===== src/sv/alpzt_pkg.sv =====
// ----------------------------------------------------------------------------
// alpzt_pkg
// Shared types, codes and character constants for the alert line parser
// and zone table.
// ----------------------------------------------------------------------------
package alpzt_pkg;

  // Default build values
  localparam int ZONES_DEF    = 25;
  localparam int LINE_MAX_DEF = 64;

  // Result queue depth; an item is taken only when two slots are free
  localparam int FIFO_DEPTH = 4;

  // Zone index field width (zones 1..32 map to index 0..31)
  localparam int ZIDX_W = 5;

  // Characters
  localparam logic [7:0] CH_NUL   = 8'h00;
  localparam logic [7:0] CH_TAB   = 8'h09;
  localparam logic [7:0] CH_CR    = 8'h0D;
  localparam logic [7:0] CH_NL    = 8'h0A;
  localparam logic [7:0] CH_SP    = 8'h20;
  localparam logic [7:0] CH_PLUS  = 8'h2B;
  localparam logic [7:0] CH_MINUS = 8'h2D;
  localparam logic [7:0] CH_0     = 8'h30;
  localparam logic [7:0] CH_1     = 8'h31;
  localparam logic [7:0] CH_9     = 8'h39;
  localparam logic [7:0] CH_COLON = 8'h3A;
  localparam logic [7:0] CH_EQ    = 8'h3D;
  localparam logic [7:0] CH_P     = 8'h70;
  localparam logic [7:0] CH_S     = 8'h73;

  localparam logic [5:0] ACC_SAT = 6'd63;

  // Input operation
  localparam logic OP_BYTE      = 1'b0;
  localparam logic OP_RECONNECT = 1'b1;

  typedef enum logic [3:0] {
    ST_PING      = 4'd0,
    ST_UNCHANGED = 4'd1,
    ST_CHANGED   = 4'd2,
    ST_SHORT     = 4'd3,
    ST_BAD_DELIM = 4'd4,
    ST_BAD_TYPE  = 4'd5,
    ST_NO_EQUALS = 4'd6,
    ST_BAD_ZONE  = 4'd7,
    ST_BAD_STATE = 4'd8,
    ST_OVERFLOW  = 4'd9,
    ST_CLEARED   = 4'd10
  } status_t;

  typedef enum logic [1:0] {
    ZS_UNKNOWN = 2'd0,
    ZS_SAFE    = 2'd1,
    ZS_UNSAFE  = 2'd2
  } zstate_t;

  typedef enum logic [1:0] {
    PH_SKIP  = 2'd0,
    PH_SIGN  = 2'd1,
    PH_DIGIT = 2'd2,
    PH_DONE  = 2'd3
  } phase_t;

  typedef struct packed {
    logic       op;
    logic [7:0] data_byte;
    logic       chunk_start;
  } in_item_t;

  // Partial line fields, all zero on restart
  typedef struct packed {
    logic [7:0] type_c;
    logic [7:0] delim_c;
    logic [5:0] acc;
    phase_t     phase;
    logic       seen_eq;
    logic [7:0] state_c;
  } line_t;

  localparam line_t LINE_CLR = '0;

  // One result without the packed zone states
  typedef struct packed {
    status_t    status;
    logic [4:0] zone;
    zstate_t    old_s;
    zstate_t    new_s;
    logic       notify;
    logic       last;
  } res_t;

  // Zone table update request
  typedef struct packed {
    logic              clear;
    logic              we;
    logic [ZIDX_W-1:0] idx;
    zstate_t           val;
  } zt_wr_t;

endpackage


===== src/sv/alpzt_zone_table.sv =====
// ----------------------------------------------------------------------------
// alpzt_zone_table
// Per-zone 2-bit state registers with one read port, one write port, bulk
// clear, and the packed next-state view for results.
// ----------------------------------------------------------------------------
module alpzt_zone_table #(
  parameter int ZONES = alpzt_pkg::ZONES_DEF
) (
  input  logic                      clk,
  input  logic                      rst_n,
  input  alpzt_pkg::zt_wr_t         wr,
  input  logic [alpzt_pkg::ZIDX_W-1:0] rd_idx,
  output alpzt_pkg::zstate_t        rd_state,
  output logic [2*ZONES-1:0]        states_nxt
);
  import alpzt_pkg::*;

  localparam int ZIW = (ZONES > 1) ? $clog2(ZONES) : 1;

  logic [1:0] zone_r   [ZONES];
  logic [1:0] zone_nxt [ZONES];

  logic [ZIW-1:0] widx;
  logic [ZIW-1:0] ridx;

  assign widx = wr.idx[ZIW-1:0];
  assign ridx = rd_idx[ZIW-1:0];

  assign rd_state = zstate_t'(zone_r[ridx]);

  always_comb begin
    for (int i = 0; i < ZONES; i++) begin
      zone_nxt[i] = zone_r[i];
    end
    if (wr.clear) begin
      for (int i = 0; i < ZONES; i++) begin
        zone_nxt[i] = ZS_UNKNOWN;
      end
    end else if (wr.we) begin
      zone_nxt[widx] = wr.val;
    end
    for (int i = 0; i < ZONES; i++) begin
      states_nxt[2*i +: 2] = zone_nxt[i];
    end
  end

  always_ff @(posedge clk) begin
    if (!rst_n) begin
      for (int i = 0; i < ZONES; i++) begin
        zone_r[i] <= ZS_UNKNOWN;
      end
    end else begin
      for (int i = 0; i < ZONES; i++) begin
        zone_r[i] <= zone_nxt[i];
      end
    end
  end

endmodule


===== src/sv/alpzt_line_parser.sv =====
// ----------------------------------------------------------------------------
// alpzt_line_parser
// Line assembly, zone number scan and line classification. Produces up to
// two results and one zone table update per processed item.
// ----------------------------------------------------------------------------
module alpzt_line_parser #(
  parameter int ZONES    = alpzt_pkg::ZONES_DEF,
  parameter int LINE_MAX = alpzt_pkg::LINE_MAX_DEF
) (
  input  logic                         clk,
  input  logic                         rst_n,
  input  logic                         go,
  input  alpzt_pkg::in_item_t          item,
  input  logic                         cfg_we,
  input  logic [ZONES-1:0]             cfg_data,
  input  alpzt_pkg::zstate_t           rd_state,
  output logic [alpzt_pkg::ZIDX_W-1:0] rd_idx,
  output alpzt_pkg::zt_wr_t            wr,
  output logic [1:0]                   n_res,
  output alpzt_pkg::res_t              res0,
  output alpzt_pkg::res_t              res1
);
  import alpzt_pkg::*;

  localparam int LW  = $clog2(LINE_MAX + 1);
  localparam int ZIW = (ZONES > 1) ? $clog2(ZONES) : 1;

  logic [LW-1:0]    len_r, len_nxt;
  line_t            line_r, line_nxt;
  logic             dead_r, dead_nxt;
  logic [ZONES-1:0] mask_r;

  logic [5:0]       acc_m1;
  logic [ZIW-1:0]   mask_idx;

  // The table read uses the stored line; a finish on a dropped line is short
  assign acc_m1   = line_r.acc - 6'd1;
  assign rd_idx   = acc_m1[ZIDX_W-1:0];
  assign mask_idx = acc_m1[ZIW-1:0];

  always_comb begin
    line_t      lt;
    logic [LW-1:0] ln;
    logic [7:0] c;
    logic       digit;
    logic       space;
    logic [9:0] acc10;
    res_t       fin;
    zstate_t    ns;
    logic       fin_we;

    lt       = line_r;
    ln       = len_r;
    c        = item.data_byte;
    digit    = (c >= CH_0) && (c <= CH_9);
    space    = (c == CH_SP) || ((c >= CH_TAB) && (c <= CH_CR));
    acc10    = 10'(line_r.acc) * 10'd10 + 10'(c[3:0]);
    fin      = '0;
    ns       = ZS_UNKNOWN;
    fin_we   = 1'b0;
    len_nxt  = len_r;
    line_nxt = line_r;
    dead_nxt = dead_r;
    n_res    = 2'd0;
    res0     = '0;
    res1     = '0;
    wr       = '0;

    if (go) begin
      if (item.op == OP_RECONNECT) begin
        len_nxt      = '0;
        line_nxt     = LINE_CLR;
        dead_nxt     = 1'b0;
        wr.clear     = 1'b1;
        res0.status  = ST_CLEARED;
        res0.last    = 1'b1;
        n_res        = 2'd1;
      end else begin
        // Drop the partial line at a chunk start
        if (item.chunk_start) begin
          lt = LINE_CLR;
          ln = '0;
        end
        len_nxt  = ln;
        line_nxt = lt;
        dead_nxt = dead_r & ~item.chunk_start;
        if (!dead_nxt) begin
          if (c == CH_NUL) begin
            dead_nxt = 1'b1;
          end else begin
            // Restart a full line before taking the byte
            if (ln >= LW'(LINE_MAX)) begin
              lt          = LINE_CLR;
              ln          = '0;
              res0.status = ST_OVERFLOW;
              n_res       = 2'd1;
            end
            if (c == CH_NL) begin
              if (ln < LW'(2)) begin
                fin.status = ST_SHORT;
              end else if (lt.delim_c != CH_COLON) begin
                fin.status = ST_BAD_DELIM;
              end else if (lt.type_c == CH_P) begin
                fin.status = ST_PING;
              end else if (lt.type_c != CH_S) begin
                fin.status = ST_BAD_TYPE;
              end else if (!lt.seen_eq) begin
                fin.status = ST_NO_EQUALS;
              end else if ((lt.acc < 6'd1) || (lt.acc > 6'(ZONES))) begin
                fin.status = ST_BAD_ZONE;
              end else if ((lt.state_c != CH_0) && (lt.state_c != CH_1)) begin
                fin.status = ST_BAD_STATE;
              end else begin
                ns         = (lt.state_c == CH_0) ? ZS_SAFE : ZS_UNSAFE;
                fin.zone   = lt.acc[4:0];
                fin.old_s  = rd_state;
                fin.new_s  = ns;
                if (rd_state == ns) begin
                  fin.status = ST_UNCHANGED;
                end else begin
                  fin.status = ST_CHANGED;
                  fin.notify = mask_r[mask_idx];
                  fin_we     = 1'b1;
                end
              end
              fin.last = 1'b1;
              if (n_res == 2'd1) begin
                res1  = fin;
                n_res = 2'd2;
              end else begin
                res0  = fin;
                n_res = 2'd1;
              end
              wr.we    = fin_we;
              wr.idx   = rd_idx;
              wr.val   = ns;
              len_nxt  = '0;
              line_nxt = LINE_CLR;
            end else begin
              res0.last = 1'b1;
              if (ln == LW'(0)) begin
                lt.type_c = c;
              end else if (ln == LW'(1)) begin
                lt.delim_c = c;
              end else if (!lt.seen_eq) begin
                if (c == CH_EQ) begin
                  lt.seen_eq = 1'b1;
                end else begin
                  case (lt.phase)
                    PH_SKIP: begin
                      if (!space) begin
                        if (c == CH_PLUS) begin
                          lt.acc   = 6'd0;
                          lt.phase = PH_SIGN;
                        end else if (c == CH_MINUS) begin
                          lt.acc   = ACC_SAT;
                          lt.phase = PH_SIGN;
                        end else if (digit) begin
                          lt.acc   = {2'b00, c[3:0]};
                          lt.phase = PH_DIGIT;
                        end else begin
                          lt.phase = PH_DONE;
                        end
                      end
                    end
                    PH_SIGN, PH_DIGIT: begin
                      if (digit) begin
                        lt.acc   = (acc10 > 10'(ACC_SAT)) ? ACC_SAT : acc10[5:0];
                        lt.phase = PH_DIGIT;
                      end else begin
                        lt.phase = PH_DONE;
                      end
                    end
                    default: begin
                      lt.phase = PH_DONE;
                    end
                  endcase
                end
              end else if (lt.state_c == CH_NUL) begin
                lt.state_c = c;
              end
              len_nxt  = ln + LW'(1);
              line_nxt = lt;
            end
          end
        end
      end
    end
  end

  always_ff @(posedge clk) begin
    if (!rst_n) begin
      len_r  <= '0;
      line_r <= LINE_CLR;
      dead_r <= 1'b0;
      mask_r <= '0;
    end else begin
      len_r  <= len_nxt;
      line_r <= line_nxt;
      dead_r <= dead_nxt;
      if (cfg_we) begin
        mask_r <= cfg_data;
      end
    end
  end

endmodule


===== src/sv/alpzt_result_fifo.sv =====
// ----------------------------------------------------------------------------
// alpzt_result_fifo
// Small result queue taking up to two entries per cycle and giving one.
// ----------------------------------------------------------------------------
module alpzt_result_fifo #(
  parameter int W = 16
) (
  input  logic         clk,
  input  logic         rst_n,
  input  logic [1:0]   n_push,
  input  logic [W-1:0] d0,
  input  logic [W-1:0] d1,
  input  logic         pop,
  output logic         valid,
  output logic [W-1:0] q,
  output logic         room
);
  import alpzt_pkg::*;

  localparam int PW = $clog2(FIFO_DEPTH);
  localparam int CW = $clog2(FIFO_DEPTH + 1);

  logic [W-1:0]  mem [FIFO_DEPTH];
  logic [PW-1:0] wr_r, rd_r;
  logic [CW-1:0] cnt_r;

  assign valid = (cnt_r != '0);
  assign room  = (cnt_r <= CW'(FIFO_DEPTH - 2));
  assign q     = mem[rd_r];

  always_ff @(posedge clk) begin
    if (n_push != 2'd0) begin
      mem[wr_r] <= d0;
    end
    if (n_push == 2'd2) begin
      mem[wr_r + PW'(1)] <= d1;
    end
  end

  always_ff @(posedge clk) begin
    if (!rst_n) begin
      wr_r  <= '0;
      rd_r  <= '0;
      cnt_r <= '0;
    end else begin
      wr_r  <= wr_r + PW'(n_push);
      rd_r  <= rd_r + PW'(pop);
      cnt_r <= cnt_r + CW'(n_push) - CW'(pop);
    end
  end

endmodule


===== src/sv/alert_line_parser_zone_table.sv =====
// ----------------------------------------------------------------------------
// alert_line_parser_zone_table
// Splits received text bytes into lines, classifies ping and zone state
// lines, keeps the per-zone state table and reports changes.
// ----------------------------------------------------------------------------
//
//  channel | direction | handshake           | payload
//  --------+-----------+---------------------+-----------------------------------
//  in_     | in        | in_valid / in_stall | op, data_byte, chunk_start
//  out_    | out       | out_valid/out_stall | status, zone, old/new_state,
//          |           |                     | notify, all_zone_states, last
//  cfg_    | in        | cfg_valid/cfg_ready | observer mask write data
//
//  One request per cycle sustained: a request is held in the input register,
//  is parsed and classified there, and its results are written into a
//  four-entry result queue that feeds the out_ channel.
//  A request that gives two results (overflow followed by a newline) sends
//  both through the queue's output port; the queue absorbs the extra result,
//  so the input stalls only while fewer than two slots are free (results
//  backed up by out_stall, or two-result requests close together).
//  Reset is synchronous active low: all zones unknown, line empty, queue
//  empty, observer mask zero. cfg_ready is always high.
//  in_stall rises when the held request finds fewer than two free queue slots.
// ----------------------------------------------------------------------------
module alert_line_parser_zone_table #(
  parameter int ZONES    = alpzt_pkg::ZONES_DEF,
  parameter int LINE_MAX = alpzt_pkg::LINE_MAX_DEF
) (
  input  logic                 clk,
  input  logic                 rst_n,
  // input requests
  input  logic                 in_valid,
  output logic                 in_stall,
  input  logic                 in_op,
  input  logic [7:0]           in_data_byte,
  input  logic                 in_chunk_start,
  // results
  output logic                 out_valid,
  input  logic                 out_stall,
  output logic [3:0]           out_status,
  output logic [4:0]           out_zone,
  output logic [1:0]           out_old_state,
  output logic [1:0]           out_new_state,
  output logic                 out_notify,
  output logic [2*ZONES-1:0]   out_all_zone_states,
  output logic                 out_last,
  // observer mask write
  input  logic                 cfg_valid,
  output logic                 cfg_ready,
  input  logic [ZONES-1:0]     cfg_data
);
  import alpzt_pkg::*;

  localparam int SW = 2 * ZONES;
  localparam int RW = $bits(res_t);
  localparam int FW = SW + RW;

  // Input register
  logic     in_vld_r;
  in_item_t in_item_r;

  logic     go;
  logic     room;
  logic     in_take;

  // Parser and table links
  zt_wr_t              zt_wr;
  zstate_t             rd_state;
  logic [ZIDX_W-1:0]   rd_idx;
  logic [SW-1:0]       states_nxt;
  logic [1:0]          n_res;
  res_t                res0, res1;

  // Queue
  logic [FW-1:0] q_data;
  logic          q_pop;
  res_t          q_res;

  // Process the held request only when the queue can take two results
  assign go       = in_vld_r & room;
  assign in_stall = in_vld_r & ~room;
  assign in_take  = in_valid & ~in_stall;

  assign cfg_ready = 1'b1;

  always_ff @(posedge clk) begin
    if (!rst_n) begin
      in_vld_r <= 1'b0;
    end else if (in_take) begin
      in_vld_r <= 1'b1;
    end else if (go) begin
      in_vld_r <= 1'b0;
    end
  end

  // Payload holds until the next request is taken
  always_ff @(posedge clk) begin
    if (in_take) begin
      in_item_r <= '{op: in_op, data_byte: in_data_byte, chunk_start: in_chunk_start};
    end
  end

  alpzt_line_parser #(
    .ZONES    (ZONES),
    .LINE_MAX (LINE_MAX)
  ) u_parser (
    .clk      (clk),
    .rst_n    (rst_n),
    .go       (go),
    .item     (in_item_r),
    .cfg_we   (cfg_valid & cfg_ready),
    .cfg_data (cfg_data),
    .rd_state (rd_state),
    .rd_idx   (rd_idx),
    .wr       (zt_wr),
    .n_res    (n_res),
    .res0     (res0),
    .res1     (res1)
  );

  alpzt_zone_table #(
    .ZONES (ZONES)
  ) u_zone_table (
    .clk        (clk),
    .rst_n      (rst_n),
    .wr         (zt_wr),
    .rd_idx     (rd_idx),
    .rd_state   (rd_state),
    .states_nxt (states_nxt)
  );

  // Both results of one request carry the table as it stands after it
  alpzt_result_fifo #(
    .W (FW)
  ) u_result_fifo (
    .clk    (clk),
    .rst_n  (rst_n),
    .n_push (n_res),
    .d0     ({states_nxt, res0}),
    .d1     ({states_nxt, res1}),
    .pop    (q_pop),
    .valid  (out_valid),
    .q      (q_data),
    .room   (room)
  );

  assign q_pop = out_valid & ~out_stall;
  assign q_res = res_t'(q_data[RW-1:0]);

  assign out_status          = q_res.status;
  assign out_zone            = q_res.zone;
  assign out_old_state       = q_res.old_s;
  assign out_new_state       = q_res.new_s;
  assign out_notify          = q_res.notify;
  assign out_last            = q_res.last;
  assign out_all_zone_states = q_data[FW-1:RW];

endmodule


===== config.mk =====
export PLATFORM = sky130hd
export DESIGN_NAME = alert_line_parser_zone_table
export DESIGN_NICKNAME = d
export VERILOG_FILES = /design/src/sv/alpzt_pkg.sv /design/src/sv/alpzt_zone_table.sv /design/src/sv/alpzt_line_parser.sv /design/src/sv/alpzt_result_fifo.sv /design/src/sv/alert_line_parser_zone_table.sv
export SDC_FILE = /design/constraint.sdc
export NUM_CORES = 1
export LEC_CHECK = 0
export BUFFER_PORTS_ARGS = -buffer_cell sky130_fd_sc_hd__buf_4
export CAP_MARGIN = 10
export CORE_ASPECT_RATIO = 0.75
export CORE_MARGIN = 2
export CORE_UTILIZATION = 60
export CTS_BUF_LIST = sky130_fd_sc_hd__clkbuf_4 sky130_fd_sc_hd__clkbuf_8
export DETAILED_ROUTE_END_ITERATION = 16
export HOLD_SLACK_MARGIN = 0.08
export PLACE_DENSITY_LB_ADDON = 0.05
export RECOVER_POWER = 50
export SLEW_MARGIN = 20
export SYNTH_ARGS = -nofsm -noshare
export SYNTH_HDL_FRONTEND = slang
export SYNTH_HIERARCHICAL = 1
export SYNTH_SLANG_ARGS = --single-unit

===== constraint.sdc =====
create_clock -name clk -period 9.6 [get_ports clk]
set_input_delay 1.44 -clock clk [delete_from_list [all_inputs] [get_ports clk]]
set_output_delay 1.44 -clock clk [all_outputs]
set_load 0.02 [all_outputs]

==> impl_metrics.json <==
{
  "timing.final.crit_share_pct": 79.9,
  "totalWireLength_mm": 49.3,
  "grt_pass1_vias": 13200,
  "skew_ns": 0.0342,
  "synth_area_mm2": 0.0208,
  "hold_viol_final": 0,
  "power_density_mw_per_mm2": 177,
  "sw_frac_of_total_pct": 27.8,
  "worstSetupPathDepth": 9,
  "crit_chain": "nor4_1, and4_1, ha_1, nand3_1, nand2_1, nand4b_1, clkbuf_1, o31ai_4, buf_4",
  "drtIter0Drc": 1322,
  "drt-wirelength-per-cell_um": 22.7,
  "cts_tree": "done",
  "grt_pass1_wl_mm": 76.4,
  "hp-class": "flop to flop",
  "cts_resized": 0,
  "start_kind": "flop",
  "pwr-share-comb_pct": 17.3,
  "drc": 0,
  "hpwlAfterDp_mm": 30.0,
  "num_vias": 13600,
  "slowest_stage": "clkbuf_1",
  "synth_edf_count": 270,
  "rr_startpoint": "in_item_r[6]",
  "async_flop_share_pct": 0,
  "synth_flop_cell": "edfxtp_1",
  "r2r_setup_slack_ns": 1.93,
  "clk_pin_slew_ns": 0.06,
  "fill_cells": 2677,
  "place.gp.congestion": 0.906,
  "max_freq_ghz": 0.130,
  "grt.overflow.total": 0,
  "synth_fa_ha_area_share_pct": 1.73,
  "crit_type": "flop to flop",
  "muxShareOfSynthArea_pct": 24.4,
  "crit_path_max_incr_delay_ns": 3.27,
  "slew_viol_final": 608,
  "mostFrequentLayoutCell": "edfxtp_1",
  "io_buffers": 106,
  "ir_drop_uv": 130,
  "cts-root-buf": "clkbuf_8",
  "path_delay_family": "buffers and inverters",
  "endpoint_kind": "flop",
  "cts_buffers": 60,
  "synth_warnings": 6,
  "first_pass_iters": 6,
  "worst_ep_required_time_ns": 9.81,
  "syn_to_final_growth_pct": 8.63,
  "p_int_mw": 2.89,
  "io_pins": 108,
  "drive_gt1_share_pct": 24.3,
  "synth.avg_cell_area_um2": 13.0,
  "power_leakage_nw": 8.18,
  "violations": "capacitance limit, slew limit",
  "setup_ws_ns": 1.93,
  "multi_input_area_mm2": 0.00944,
  "pwr-share-seq_pct": 47.8,
  "worst_pin_slew_ns": 4.66,
  "drtAntennaViolNets": 0,
  "ys_ff_latch": 394,
  "setup_tns_ns": 0,
  "initial_core_util_pct": 60.4,
  "worstSetupEndpoint": "u_result_fifo/mem[0][29]",
  "die_w_um": 219,
  "seq_area_frac_synth_pct": 50.9,
  "synth-compound-area-share_pct": 7.50,
  "regArea_mm2": 0.0106,
  "relSlewSlack_pct": -211,
  "grt_max_degree": 67,
  "worstReg2RegEnd": "u_result_fifo/mem[0][29]",
  "synth_cell_types": 80,
  "outcome": "complete, but fails checks",
  "clkPwrFrac_pct": 34.9,
  "htreeDepth": 2,
  "post-route-min-period_ns": 7.67,
  "rsz0062_at_grt": "false",
  "rows": 59,
  "synthCells": 1595,
  "crit_start": "in_item_r[6]",
  "die_y_um": 165,
  "clk_latency_ns": 0.62,
  "cp_max_fo": 66,
  "p_sw_mw": 1.11,
  "antenna_found_initial": 1,
  "cts.hold.buffers_added": 0,
  "die_area_mm2": 0.0362,
  "maxCapViolCount": 12,
  "grt.total_usage_pct": 27.6,
  "critical_path_buf_inv_count": 2,
  "setup_viol": 0,
  "core_mm2": 0.0344,
  "crit_arrival_ns": 7.88,
  "pre_cts_slack_ns": 2.31,
  "clock_path_buffers": 3,
  "cts.sinks": 394,
  "synthXorXnorAreaFrac_pct": 0.638,
  "vias_per_cell": 6.25,
  "mostFrequentLayoutCells": "edfxtp_1 (270), mux2_2 (154), dfxtp_1 (123)",
  "synth_top_family_by_area": "multiplexers",
  "hold_slack_ns": 0.457,
  "synthSimpleGateAreaFrac_pct": 10.7,
  "rr_worst_depth": 9,
  "nets": 1729,
  "cts_setup_buffers": 0
}
[kinds of logic (layout without fill, tap and decap cells)]
logic type | count (synthesis) | after routing
flip-flops | 394 | 394
AND/OR/NAND/NOR | 383 | 383
multiplexers | 377 | 377
AO/OA/AOI/OAI | 245 | 245
buffers and inverters | 155 | 263
adder cells (fa/ha/maj) | 27 | 27
XOR/XNOR | 12 | 12
other | 2 | 14
[cell usage after synthesis (6+ instances only)]
| cell type | number | share of area [%] |
|---|---|---|
| buf_2 | 41 | 0.99 |
| o21ai_1 | 11 | 0.26 |
| clkbuf_1 | 46 | 0.83 |
| mux4_2 | 78 | 8.4 |
| buf_4 | 26 | 0.94 |
| a21oi_1 | 80 | 1.9 |
| inv_1 | 24 | 0.43 |
| mux2_2 | 155 | 8.4 |
| nor4_1 | 7 | 0.21 |
| ha_1 | 24 | 1.4 |
| nand4_1 | 11 | 0.33 |
| buf_6 | 14 | 0.76 |
| nand4b_1 | 6 | 0.25 |
| and3_1 | 8 | 0.24 |
| a22o_1 | 6 | 0.25 |
| o21ai_0 | 61 | 1.5 |
| nand2b_1 | 13 | 0.39 |
| nand3_1 | 62 | 1.5 |
| mux2_1 | 105 | 5.7 |
| and2_1 | 69 | 2.1 |
| nor2_1 | 80 | 1.4 |
| xnor2_1 | 7 | 0.29 |
| nand3b_1 | 7 | 0.25 |
| a31oi_1 | 10 | 0.30 |
| dfxtp_1 | 124 | 12 |
| edfxtp_1 | 270 | 39 |
| nand2_1 | 39 | 0.70 |
| a211oi_1 | 7 | 0.25 |
| a22oi_1 | 18 | 0.65 |
| mux2i_1 | 39 | 1.9 |
| nor2b_1 | 22 | 0.66 |
| nor3_1 | 10 | 0.24 |
[stage by stage]
stage               power (mW)  utilization, %  std cells  area [um^2]
floorplan                 2.45               -       1606        20800
global placement          2.72            63.0       2056        21700
detailed placement        2.72            63.0       2056        21700
CTS                       4.12            66.6       2170        22900
global route              4.17            65.6       2171        22600
finish                    4.01            65.7       2172        22600
[power groups by stage]
stage | logic (mW) | registers (mW) | clock network, mW
3_5_place_dp | 0.769 | 1.95 | 0
4_1_cts | 0.772 | 1.92 | 1.43
6_report | 0.694 | 1.91 | 1.40
2_1_floorplan | 0.547 | 1.90 | 0
5_1_grt | 0.749 | 1.92 | 1.50
3_3_place_gp | 0.765 | 1.95 | 0
[routing by layer]
| layer | track usage (%) | part of all wire (%) | vias to the layer above |
|---|---|---|---|
| met1 | 41.3 | 46 | 6668 |
| met5 | 0 | 0 | - |
| met3 | 4.71 | 7.9 | 83 |
| li1 | - | - | 6255 |
| met4 | 7.31 | 1.7 | 0 |
| met2 | 41.9 | 44 | 578 |
[worst register-to-register path, cell delays in order, from the launching register on]
cell	delay, ns
edfxtp_1	0.64
nor4_1	1.14
and4_1	0.60
ha_1	0.19
nand3_1	0.07
nand2_1	0.35
nand4b_1	0.17
clkbuf_1	3.27
o31ai_4	0.18
buf_4	0.61
[flip-flops by register name, indices dropped and copies added (netlist names), 2 cells and up]
signal               cells
u_zone_table/zone_r     50
u_parser/mask_r         25
u_result_fifo/rd_r       2
u_parser/len_r           7
u_result_fifo/wr_r       2
u_result_fifo/mem      260
u_parser/line_r         33
in_item_r               10
u_result_fifo/cnt_r      3
[worst min-delay path by stage]
stage | slack, ns | endpoint | start | cells past startpoint
after floorplan | 0.43 | u_parser/line_r[8] | u_parser/line_r[8] | 2
after global placement | 0.43 | u_parser/line_r[8] | u_parser/line_r[8] | 2
after detailed placement | 0.45 | u_parser/line_r[8] | u_parser/line_r[8] | 2
after CTS | 0.46 | u_parser/line_r[8] | u_parser/line_r[8] | 2
after global routing | 0.49 | u_parser/line_r[8] | u_parser/line_r[8] | 2
final | 0.46 | u_parser/line_r[8] | u_parser/line_r[8] | 2
[cell type report]
class / count / share of cell area [%]
diodes: 1 / 0.0111
clock buffers: 92 / 5.00
clock inverters: 22 / 0.454
inverters: 24 / 0.399
multi-input cells: 1057 / 41.8
flip-flops and latches: 394 / 46.9
well taps: 457 / 2.53
repair buffers: 125 / 2.91
Power figures use the tool's default switching activity.
